## src/rtl/core/itsu_pkg.sv

```systemverilog
// Shared constants, widths and the arctangent table of the inverse trig unit.
package itsu_pkg;

   localparam int ITERATIONS    = 28;
   localparam int ARG_FRAC_BITS = 16;

   localparam int ARG_W      = 32;
   localparam int ANGLE_W    = 32;
   localparam int SEL_W      = 2;
   localparam int ARG_SHIFT  = 30 - ARG_FRAC_BITS;
   localparam int XY_W       = ARG_W + ARG_SHIFT + 3;
   localparam int Z_W        = 34;
   localparam int MAG_W      = 31;
   localparam int RAD_W      = 62;
   localparam int REM_W      = 34;
   localparam int SQ_STEPS   = RAD_W / 2;
   localparam int SQ_CNT_W   = $clog2(SQ_STEPS);
   localparam int IT_CNT_W   = $clog2(ITERATIONS);
   localparam int TAB_IDX_W  = 5;

   localparam logic [SEL_W-1:0] SEL_ASIN       = 2'd0;
   localparam logic [SEL_W-1:0] SEL_ACOS       = 2'd1;
   localparam logic [SEL_W-1:0] SEL_ATAN       = 2'd2;
   // The spare selector value also computes arctangent.
   localparam logic [SEL_W-1:0] SEL_ATAN_ALIAS = 2'd3;

   localparam logic signed [Z_W-1:0] HALF_PI_Q30 = 34'sd1686629713;

   // round(atan(2^-i) * 2^30)
   function automatic logic signed [Z_W-1:0] atan_entry(input logic [TAB_IDX_W-1:0] idx);
      logic signed [Z_W-1:0] v;
      unique case (idx)
         5'd0:  v = 34'sd843314857;
         5'd1:  v = 34'sd497837829;
         5'd2:  v = 34'sd263043837;
         5'd3:  v = 34'sd133525159;
         5'd4:  v = 34'sd67021687;
         5'd5:  v = 34'sd33543516;
         5'd6:  v = 34'sd16775851;
         5'd7:  v = 34'sd8388437;
         5'd8:  v = 34'sd4194283;
         5'd9:  v = 34'sd2097149;
         5'd10: v = 34'sd1048576;
         5'd11: v = 34'sd524288;
         5'd12: v = 34'sd262144;
         5'd13: v = 34'sd131072;
         5'd14: v = 34'sd65536;
         5'd15: v = 34'sd32768;
         5'd16: v = 34'sd16384;
         5'd17: v = 34'sd8192;
         5'd18: v = 34'sd4096;
         5'd19: v = 34'sd2048;
         5'd20: v = 34'sd1024;
         5'd21: v = 34'sd512;
         5'd22: v = 34'sd256;
         5'd23: v = 34'sd128;
         5'd24: v = 34'sd64;
         5'd25: v = 34'sd32;
         5'd26: v = 34'sd16;
         5'd27: v = 34'sd8;
         5'd28: v = 34'sd4;
         5'd29: v = 34'sd2;
         5'd30: v = 34'sd1;
         default: v = 34'sd0;
      endcase
      return v;
   endfunction

endpackage

```

## src/rtl/core/itsu_sqrt.sv

```systemverilog
// Digit-serial square root of 2^60 - m*m, two radicand bits per cycle.
module itsu_sqrt
   import itsu_pkg::*;
(
   input  logic             clock,
   input  logic             reset,
   input  logic             start,
   input  logic [MAG_W-1:0] mag,
   output logic             done,
   output logic [MAG_W-1:0] root
);

   logic [MAG_W-1:0]    mag_ff, mag_in;
   logic                mul_ff, mul_in;
   logic                run_ff, run_in;
   logic                done_ff, done_in;
   logic [RAD_W-1:0]    rad_ff, rad_in;
   logic [REM_W-1:0]    rem_ff, rem_in;
   logic [MAG_W-1:0]    root_ff, root_in;
   logic [SQ_CNT_W-1:0] cnt_ff, cnt_in;
   logic [REM_W-1:0]    rem_shift;
   logic [REM_W-1:0]    trial;
   logic [RAD_W-1:0]    square;

   assign square    = RAD_W'(mag_ff) * RAD_W'(mag_ff);
   assign rem_shift = {rem_ff[REM_W-3:0], rad_ff[RAD_W-1 -: 2]};
   assign trial     = REM_W'({root_ff, 2'b01});

   always_comb begin
      mag_in  = mag_ff;
      mul_in  = 1'b0;
      run_in  = run_ff;
      done_in = 1'b0;
      rad_in  = rad_ff;
      rem_in  = rem_ff;
      root_in = root_ff;
      cnt_in  = cnt_ff;
      if (start) begin
         mag_in = mag;
         mul_in = 1'b1;
      end else if (mul_ff) begin
         // The radicand never exceeds 2^60, so it fits with room for the top digit.
         rad_in  = (RAD_W'(1) << 60) - square;
         rem_in  = '0;
         root_in = '0;
         cnt_in  = '0;
         run_in  = 1'b1;
      end else if (run_ff) begin
         rad_in = rad_ff << 2;
         if (rem_shift >= trial) begin
            rem_in  = rem_shift - trial;
            root_in = {root_ff[MAG_W-2:0], 1'b1};
         end else begin
            rem_in  = rem_shift;
            root_in = {root_ff[MAG_W-2:0], 1'b0};
         end
         cnt_in = cnt_ff + 1'b1;
         if (cnt_ff == SQ_CNT_W'(SQ_STEPS - 1)) begin
            run_in  = 1'b0;
            done_in = 1'b1;
         end
      end
   end

   always_ff @(posedge clock) begin
      if (reset) begin
         mul_ff  <= 1'b0;
         run_ff  <= 1'b0;
         done_ff <= 1'b0;
      end else begin
         mul_ff  <= mul_in;
         run_ff  <= run_in;
         done_ff <= done_in;
      end
      mag_ff  <= mag_in;
      rad_ff  <= rad_in;
      rem_ff  <= rem_in;
      root_ff <= root_in;
      cnt_ff  <= cnt_in;
   end

   assign done = done_ff;
   assign root = root_ff;

endmodule

```

## src/rtl/core/itsu_cordic.sv

```systemverilog
// CORDIC vectoring engine, one micro-rotation per cycle.
module itsu_cordic
   import itsu_pkg::*;
(
   input  logic                   clock,
   input  logic                   reset,
   input  logic                   start,
   input  logic signed [XY_W-1:0] x_start,
   input  logic signed [XY_W-1:0] y_start,
   output logic                   done,
   output logic signed [Z_W-1:0]  angle
);

   logic signed [XY_W-1:0] x_ff, x_in;
   logic signed [XY_W-1:0] y_ff, y_in;
   logic signed [Z_W-1:0]  z_ff, z_in;
   logic [IT_CNT_W-1:0]    cnt_ff, cnt_in;
   logic                   run_ff, run_in;
   logic                   done_ff, done_in;
   logic signed [XY_W-1:0] xs, ys;
   logic signed [Z_W-1:0]  entry;

   assign xs    = x_ff >>> cnt_ff;
   assign ys    = y_ff >>> cnt_ff;
   assign entry = atan_entry(TAB_IDX_W'(cnt_ff));

   always_comb begin
      x_in    = x_ff;
      y_in    = y_ff;
      z_in    = z_ff;
      cnt_in  = cnt_ff;
      run_in  = run_ff;
      done_in = 1'b0;
      if (start) begin
         cnt_in = '0;
         run_in = 1'b1;
         if (x_start < 0) begin
            // Left half plane: turn the vector a quarter turn first.
            x_in = y_start;
            y_in = -x_start;
            z_in = HALF_PI_Q30;
         end else begin
            x_in = x_start;
            y_in = y_start;
            z_in = '0;
         end
      end else if (run_ff) begin
         if (y_ff >= 0) begin
            x_in = x_ff + ys;
            y_in = y_ff - xs;
            z_in = z_ff + entry;
         end else begin
            x_in = x_ff - ys;
            y_in = y_ff + xs;
            z_in = z_ff - entry;
         end
         cnt_in = cnt_ff + 1'b1;
         if (cnt_ff == IT_CNT_W'(ITERATIONS - 1)) begin
            run_in  = 1'b0;
            done_in = 1'b1;
         end
      end
   end

   always_ff @(posedge clock) begin
      if (reset) begin
         run_ff  <= 1'b0;
         done_ff <= 1'b0;
      end else begin
         run_ff  <= run_in;
         done_ff <= done_in;
      end
      x_ff   <= x_in;
      y_ff   <= y_in;
      z_ff   <= z_in;
      cnt_ff <= cnt_in;
   end

   assign done  = done_ff;
   assign angle = z_ff;

endmodule

```

## src/rtl/core/inverse_trig_select_unit.sv

```systemverilog
// Top level of the inverse trigonometric unit: control, domain check and result register.
//
// Each request carries one signed Q16.16 argument and returns one signed Q2.29 angle in
// radians, computed as arcsine, arccosine or arctangent according to csr_write_data last
// written (a value of three acts as arctangent). Requests are processed one at a time.
// Arcsine and arccosine first run a digit-serial square root that retires two radicand
// bits per cycle (a launch step, then a multiply step that also loads the radicand, then
// the root steps); the shared CORDIC engine then takes a load step and 28 micro-rotations
// at one per cycle, after which the rounded angle is written to the result register.
// Arctangent skips the square root and starts the CORDIC engine on acceptance.
// An arcsine or arccosine argument outside [-1,+1] goes from acceptance straight to the
// finish state and is answered with the last computed angle and rsp_in_domain low. The
// next request is accepted once the finish state has moved a result into the output
// register. The finished result sits in an output register, so the unit returns to idle
// while it waits to be taken; a stalled response only delays the following result once
// that one is finished.
module inverse_trig_select_unit
   import itsu_pkg::*;
(
   input  logic                     clock,
   input  logic                     reset,
   input  logic                     csr_write_enable,
   input  logic [SEL_W-1:0]         csr_write_data,
   input  logic                     req_valid,
   output logic                     req_stall,
   input  logic signed [ARG_W-1:0]  req_argument,
   output logic                     rsp_valid,
   input  logic                     rsp_stall,
   output logic signed [ANGLE_W-1:0] rsp_angle,
   output logic                     rsp_in_domain
);

   typedef enum logic [1:0] {
      ST_IDLE,
      ST_SQRT,
      ST_CORDIC,
      ST_FINISH
   } state_type;

   state_type               state_ff, state_in;
   logic [SEL_W-1:0]        sel_ff, sel_in;
   logic [SEL_W-1:0]        func_ff, func_in;
   logic signed [XY_W-1:0]  t_ff, t_in;
   logic signed [ANGLE_W-1:0] result_ff, result_in;
   logic                    dom_ff, dom_in;
   logic signed [ANGLE_W-1:0] held_angle_ff, held_angle_in;
   logic signed [ANGLE_W-1:0] out_angle_ff, out_angle_in;
   logic                    out_dom_ff, out_dom_in;
   logic                    out_valid_ff, out_valid_in;

   logic                    accept;
   logic                    trig_sel;
   logic                    out_of_range;
   logic signed [XY_W-1:0]  t_wide;
   logic [MAG_W-1:0]        t_mag;
   logic                    sqrt_start, sqrt_done;
   logic [MAG_W-1:0]        sqrt_root;
   logic                    cordic_start, cordic_done;
   logic signed [XY_W-1:0]  cx, cy, s_wide;
   logic signed [Z_W-1:0]   cordic_angle;
   logic signed [Z_W-1:0]   z_round;
   logic                    out_free;

   assign accept   = req_valid && !req_stall;
   assign trig_sel = (func_ff == SEL_ASIN) || (func_ff == SEL_ACOS);

   // The argument is widened to Q30; for the sine pair it must lie within one.
   assign t_wide       = XY_W'(req_argument) <<< ARG_SHIFT;
   assign out_of_range = (req_argument > ARG_W'(1 << ARG_FRAC_BITS)) ||
                         (req_argument < -ARG_W'(1 << ARG_FRAC_BITS));
   assign t_mag        = (t_ff < 0) ? MAG_W'(-t_ff) : MAG_W'(t_ff);
   assign s_wide       = XY_W'({1'b0, sqrt_root});
   assign z_round      = (cordic_angle + Z_W'(1)) >>> 1;
   assign out_free     = !out_valid_ff || !rsp_stall;

   always_comb begin
      state_in      = state_ff;
      sel_in        = sel_ff;
      func_in       = func_ff;
      t_in          = t_ff;
      result_in     = result_ff;
      dom_in        = dom_ff;
      held_angle_in = held_angle_ff;
      out_angle_in  = out_angle_ff;
      out_dom_in    = out_dom_ff;
      out_valid_in  = out_valid_ff && rsp_stall;
      sqrt_start    = 1'b0;
      cordic_start  = 1'b0;
      cx            = XY_W'(1) <<< 30;
      cy            = t_ff;

      if (csr_write_enable) begin
         func_in = csr_write_data;
      end

      unique case (state_ff)
         ST_IDLE: begin
            if (accept) begin
               sel_in = func_ff;
               t_in   = t_wide;
               if (trig_sel && out_of_range) begin
                  result_in = held_angle_ff;
                  dom_in    = 1'b0;
                  state_in  = ST_FINISH;
               end else if (trig_sel) begin
                  state_in = ST_SQRT;
               end else begin
                  cy           = t_wide;
                  cordic_start = 1'b1;
                  state_in     = ST_CORDIC;
               end
            end
         end
         ST_SQRT: begin
            // Launch comes from sqrt_go_ff, so t_ff already holds the argument.
            sqrt_start = 1'b0;
            if (sqrt_done) begin
               if (sel_ff == SEL_ASIN) begin
                  cx = s_wide;
                  cy = t_ff;
               end else begin
                  cx = t_ff;
                  cy = s_wide;
               end
               cordic_start = 1'b1;
               state_in     = ST_CORDIC;
            end
         end
         ST_CORDIC: begin
            if (cordic_done) begin
               result_in = ANGLE_W'(z_round);
               dom_in    = 1'b1;
               state_in  = ST_FINISH;
            end
         end
         ST_FINISH: begin
            if (out_free) begin
               out_angle_in = result_ff;
               out_dom_in   = dom_ff;
               out_valid_in = 1'b1;
               if (dom_ff) begin
                  held_angle_in = result_ff;
               end
               state_in = ST_IDLE;
            end
         end
         default: state_in = ST_IDLE;
      endcase

      if (state_ff == ST_IDLE && accept && trig_sel && !out_of_range) begin
         sqrt_start = 1'b0;
      end
   end

   // The square root starts on the first cycle in ST_SQRT from the stored argument.
   logic sqrt_go_ff, sqrt_go_in;
   assign sqrt_go_in = (state_ff == ST_IDLE) && (state_in == ST_SQRT);

   always_ff @(posedge clock) begin
      if (reset) begin
         state_ff      <= ST_IDLE;
         func_ff       <= SEL_ASIN;
         held_angle_ff <= '0;
         out_valid_ff  <= 1'b0;
         sqrt_go_ff    <= 1'b0;
      end else begin
         state_ff      <= state_in;
         func_ff       <= func_in;
         held_angle_ff <= held_angle_in;
         out_valid_ff  <= out_valid_in;
         sqrt_go_ff    <= sqrt_go_in;
      end
      sel_ff       <= sel_in;
      t_ff         <= t_in;
      result_ff    <= result_in;
      dom_ff       <= dom_in;
      out_angle_ff <= out_angle_in;
      out_dom_ff   <= out_dom_in;
   end

   itsu_sqrt u_sqrt (
      .clock (clock),
      .reset (reset),
      .start (sqrt_go_ff || sqrt_start),
      .mag   (t_mag),
      .done  (sqrt_done),
      .root  (sqrt_root)
   );

   itsu_cordic u_cordic (
      .clock   (clock),
      .reset   (reset),
      .start   (cordic_start),
      .x_start (cx),
      .y_start (cy),
      .done    (cordic_done),
      .angle   (cordic_angle)
   );

   assign req_stall     = (state_ff != ST_IDLE);
   assign rsp_valid     = out_valid_ff;
   assign rsp_angle     = out_angle_ff;
   assign rsp_in_domain = out_dom_ff;

   a_sqrt_done_state: assert property (@(posedge clock) disable iff (reset)
      sqrt_done |-> (state_ff == ST_SQRT))
      else $error("square root finished outside its state");

   a_cordic_done_state: assert property (@(posedge clock) disable iff (reset)
      cordic_done |-> (state_ff == ST_CORDIC))
      else $error("CORDIC finished outside its state");

   a_held_matches: assert property (@(posedge clock) disable iff (reset)
      (out_valid_ff && out_dom_ff) |-> (held_angle_ff == out_angle_ff))
      else $error("held angle differs from the delivered in-domain angle");

   a_finish_loads: assert property (@(posedge clock) disable iff (reset)
      (state_ff == ST_FINISH && out_free) |=> out_valid_ff)
      else $error("finished result was not registered");

endmodule

```

## config.mk

```make
export PLATFORM = sky130hd
export DESIGN_NAME = inverse_trig_select_unit
export DESIGN_NICKNAME = d
export VERILOG_FILES = /design/src/rtl/core/itsu_pkg.sv /design/src/rtl/core/itsu_sqrt.sv /design/src/rtl/core/itsu_cordic.sv /design/src/rtl/core/inverse_trig_select_unit.sv
export SDC_FILE = /design/constraint.sdc
export NUM_CORES = 2
export LEC_CHECK = 0
export BUFFER_PORTS_ARGS = -buffer_cell sky130_fd_sc_hd__buf_2
export CAP_MARGIN = 20
export CORE_AREA = 2 2 302 453
export DETAILED_ROUTE_END_ITERATION = 6
export DIE_AREA = 0 0 304 455
export GPL_TIMING_DRIVEN = 0
export PLACE_DENSITY_LB_ADDON = 0.15
export SYNTH_ARGS = -nofsm -noshare
export SYNTH_HDL_FRONTEND = slang
export SYNTH_SLANG_ARGS = --single-unit
```

## constraint.sdc

```tcl
create_clock -name clock -period 10.8 [get_ports clock]
set_input_delay 1.08 -clock clock [delete_from_list [all_inputs] [get_ports clock]]
set_output_delay 1.08 -clock clock [all_outputs]
set_load 0.01 [all_outputs]
```

==> results.py <==
metrics = {
    "outcome": {
        "outcome": "finished, final reports clean",
    },
    "synth": {
        "synth_top_area_share_pct": 22.4,
        "syn_inst": 5136,
        "synthFlopType": "edfxtp_1",
        "ys_ff_latch": 427,
        "synth_most_common_cell": "nand2_1",
        "ys_seq_area_share_pct": 25.7,
        "async_reset_ff_share_pct": 0,
        "yosysWarnings": 0,
        "synth_area_mm2": 0.0468,
        "netlist_top_cells_count": "nand2_1 (558), inv_1 (498), ha_1 (362)",
        "syn_area_per_cell_um2": 9.11,
        "yosysTopAreaCell": "edfxtp_1",
        "synth_edf_count": 349,
        "syn_nets": 5755,
        "synth.distinct_cells": 96,
        "synth_area_leaders": "edfxtp_1 (22%), ha_1 (9.7%), fa_1 (9.3%), nand2_1 (4.5%), mux4_2 (4.4%)",
    },
    "global_route": {
        "grt_antenna_before_repair": 30,
        "track_usage_pct": 33.2,
        "overflow": 0,
        "grt_max_degree": 59,
        "grt_pass1_wl_mm": 323,
        "grt_pass1_vias": 42300,
    },
    "placed_design": {
        "place.port_buffers": 72,
        "placed_area_mm2": 0.0501,
        "dpl.hpwl_mm": 188,
        "post-place-cells": 7004,
        "place_congestion": 1.07,
    },
    "final_layout": {
        "nets": 5933,
        "layout.area.seq_mm2": 0.0120,
        "final_layout_size_suffix_gt1_share_pct": 10.0,
        "multi_input_area_mm2": 0.0318,
        "post-route-cell-area_mm2": 0.0521,
        "layoutNonFillerInstCount": 7115,
        "final_util_pct": 38.7,
        "area_growth_pct": 11.3,
        "num-fill-cells": 13600,
    },
    "die": {
        "core_mm2": 0.134,
        "num_io_pins": 74,
        "core.rowCount": 165,
        "die_y_um": 455,
        "die_w_um": 304,
        "initial_utilization_pct": 34.8,
        "design.die.area_mm2": 0.138,
    },
    "timing": {
        "drv_slew": 0,
        "worst_pin_slew_ps": 1290,
        "finalSetupTns_ps": 0,
        "hold_violations": 0,
        "fin_crit_sh_pct": 94.7,
        "maxSlewHeadroom_pct": 13.1,
        "finalSetupViolCount": 0,
        "finalCriticalPeriod_ps": 10230,
        "rsz0062_at_grt": "false",
        "fmax_mhz": 97.7,
        "worst_clock_skew_ps": 42.8,
    },
    "flow_run": {
        "maxCapViolCount": 0,
    },
    "clocking": {
        "worst_skew_pair.late_latency_ps": 670,
        "cts_hold_buffers": 0,
        "cts-root-buf": "clkbuf_16",
        "cts_buffers": 48,
        "h-tree-depth": 2,
        "path_clk_slew_ps": 70,
        "clock_sinks": 427,
        "cts_resized": 0,
        "tritoncts": "built",
        "cts_setup_buffers": 0,
        "cts_max_path_buffers": 3,
    },
    "routing": {
        "drc": 0,
        "drt-pass1-iter-count": 6,
        "drtIter0Drc": 3520,
        "post_drt_wl_per_cell_um": 32.7,
        "ant_nets": 0,
        "drt-total-wl_mm": 232,
        "routed-via-count": 42400,
        "routed_via_density": 5.96,
    },
    "setup_path": {
        "cp-start-kind": "flip-flop",
        "worst-setup-path-type": "flip-flop to flip-flop",
        "arrival_ps": 10620,
        "crit_fanout": 10,
        "worstPathRequired_ps": 11190,
        "end_kind": "flip-flop",
    },
    "worst_hold_path": {
        "min_path_type": "flip-flop to flip-flop",
    },
}
flip-flops by register name, indices dropped and copies added (netlist names), 2 cells and up:
register,cells
u_cordic.x_ff,49
u_cordic.y_ff,49
u_cordic.angle,33
u_sqrt.rad_ff,33
held_angle_ff,32
result_ff,32
rsp_angle,32
t_ff,32
u_sqrt.rem_ff,32
u_sqrt.root,31
u_cordic.entry,30
u_sqrt.mag_ff,17
u_cordic.cnt_ff,5
u_sqrt.cnt_ff,5
func_ff,2
sel_ff,2
state_ff,2
placed cells by master (no fill, tap or decap), drive strengths merged, types with 36 or more instances in the layout:
master	instances
nand2	558
inv	502
ha	362
edfxtp	349
nor2	333
o21ai	299
a21oi	282
xnor2	220
clkbuf	219
fa	218
buf	217
mux2i	168
xor2	138
mux2	109
mux4	94
a21o	87
nand3	80
dfxtp	78
o31ai	69
nor3	68
and2	46
nand2b	45
a211oi	44
o22ai	42
o211ai	41
a22oi	36
o21a	36
nand4	36
or3	36
worst paths after layout:
check / start / endpoint / slack (ps) / cells past startpoint
worst min-delay path: result_ff[22] / rsp_angle[22] / 450 / 0
worst min register to register: result_ff[22] / rsp_angle[22] / 450 / 0
worst max register to register: u_cordic.cnt_ff[4] / u_cordic.y_ff[45] / 570 / 22
worst max-delay path: u_cordic.cnt_ff[4] / u_cordic.y_ff[45] / 570 / 22
final cells by class:
| cell class | count | area share [%] |
|---|---|---|
| diodes | 8 | 0.0384 |
| plain buffers | 252 | 2.08 |
| clock buffers | 56 | 2.48 |
| clock inverters | 34 | 0.923 |
| inverters | 503 | 3.63 |
| multi-input cells | 3954 | 61.2 |
| flip-flops and latches | 427 | 23.1 |
| well taps | 1753 | 4.21 |
| repair buffers | 128 | 2.33 |
worst max-delay path: stages, from the launching register on:
cell and delay, ps:
dfxtp_1 320, clkbuf_1 700, buf_2 450, clkinv_1 600
nand2_1 590, clkbuf_1 780, a21oi_1 270, a221oi_1 990
nand4_1 460, or2_2 430, o21ai_0 200, xnor2_1 100
ha_1 380, nand4_1 150, or2_2 320, a2111o_1 470
a31oi_1 520, a41oi_1 410, o21ai_0 530, o21ai_0 250
a2111oi_0 700, mux2i_1 250, nand2_1 90
metrics by stage:
stage	hold slack, ps	setup WS, ps
final	455	569
after detailed placement	439	718
after CTS	454	638
after global routing	459	585
after floorplan	408	2970
after global placement	432	-1140
routing by layer:
| layer | wire length, um | global-route usage (%) |
|---|---|---|
| met1 | 78900 | 33.7 |
| met2 | 112000 | 58.0 |
| met3 | 13600 | 5.39 |
| met4 | 27400 | 31.5 |
| met5 | 139 | 0 |
logic make-up (layout without fill, tap and decap cells):
logic type	Yosys count	after routing	synth area share, %
AO/OA/AOI/OAI	1235	1235	17.4
XOR/XNOR	358	358	6.70
adder cells (fa/ha/maj)	580	580	19.0
buffers and inverters	755	973	6.34
flip-flops	427	427	25.7
multiplexers	371	371	10.8
other	0	8	0
AND/OR/NAND/NOR	1410	1410	14.1
Power is not shown: default switching activity piles up to over one toggle a cycle in this logic, so the estimate is an artifact.
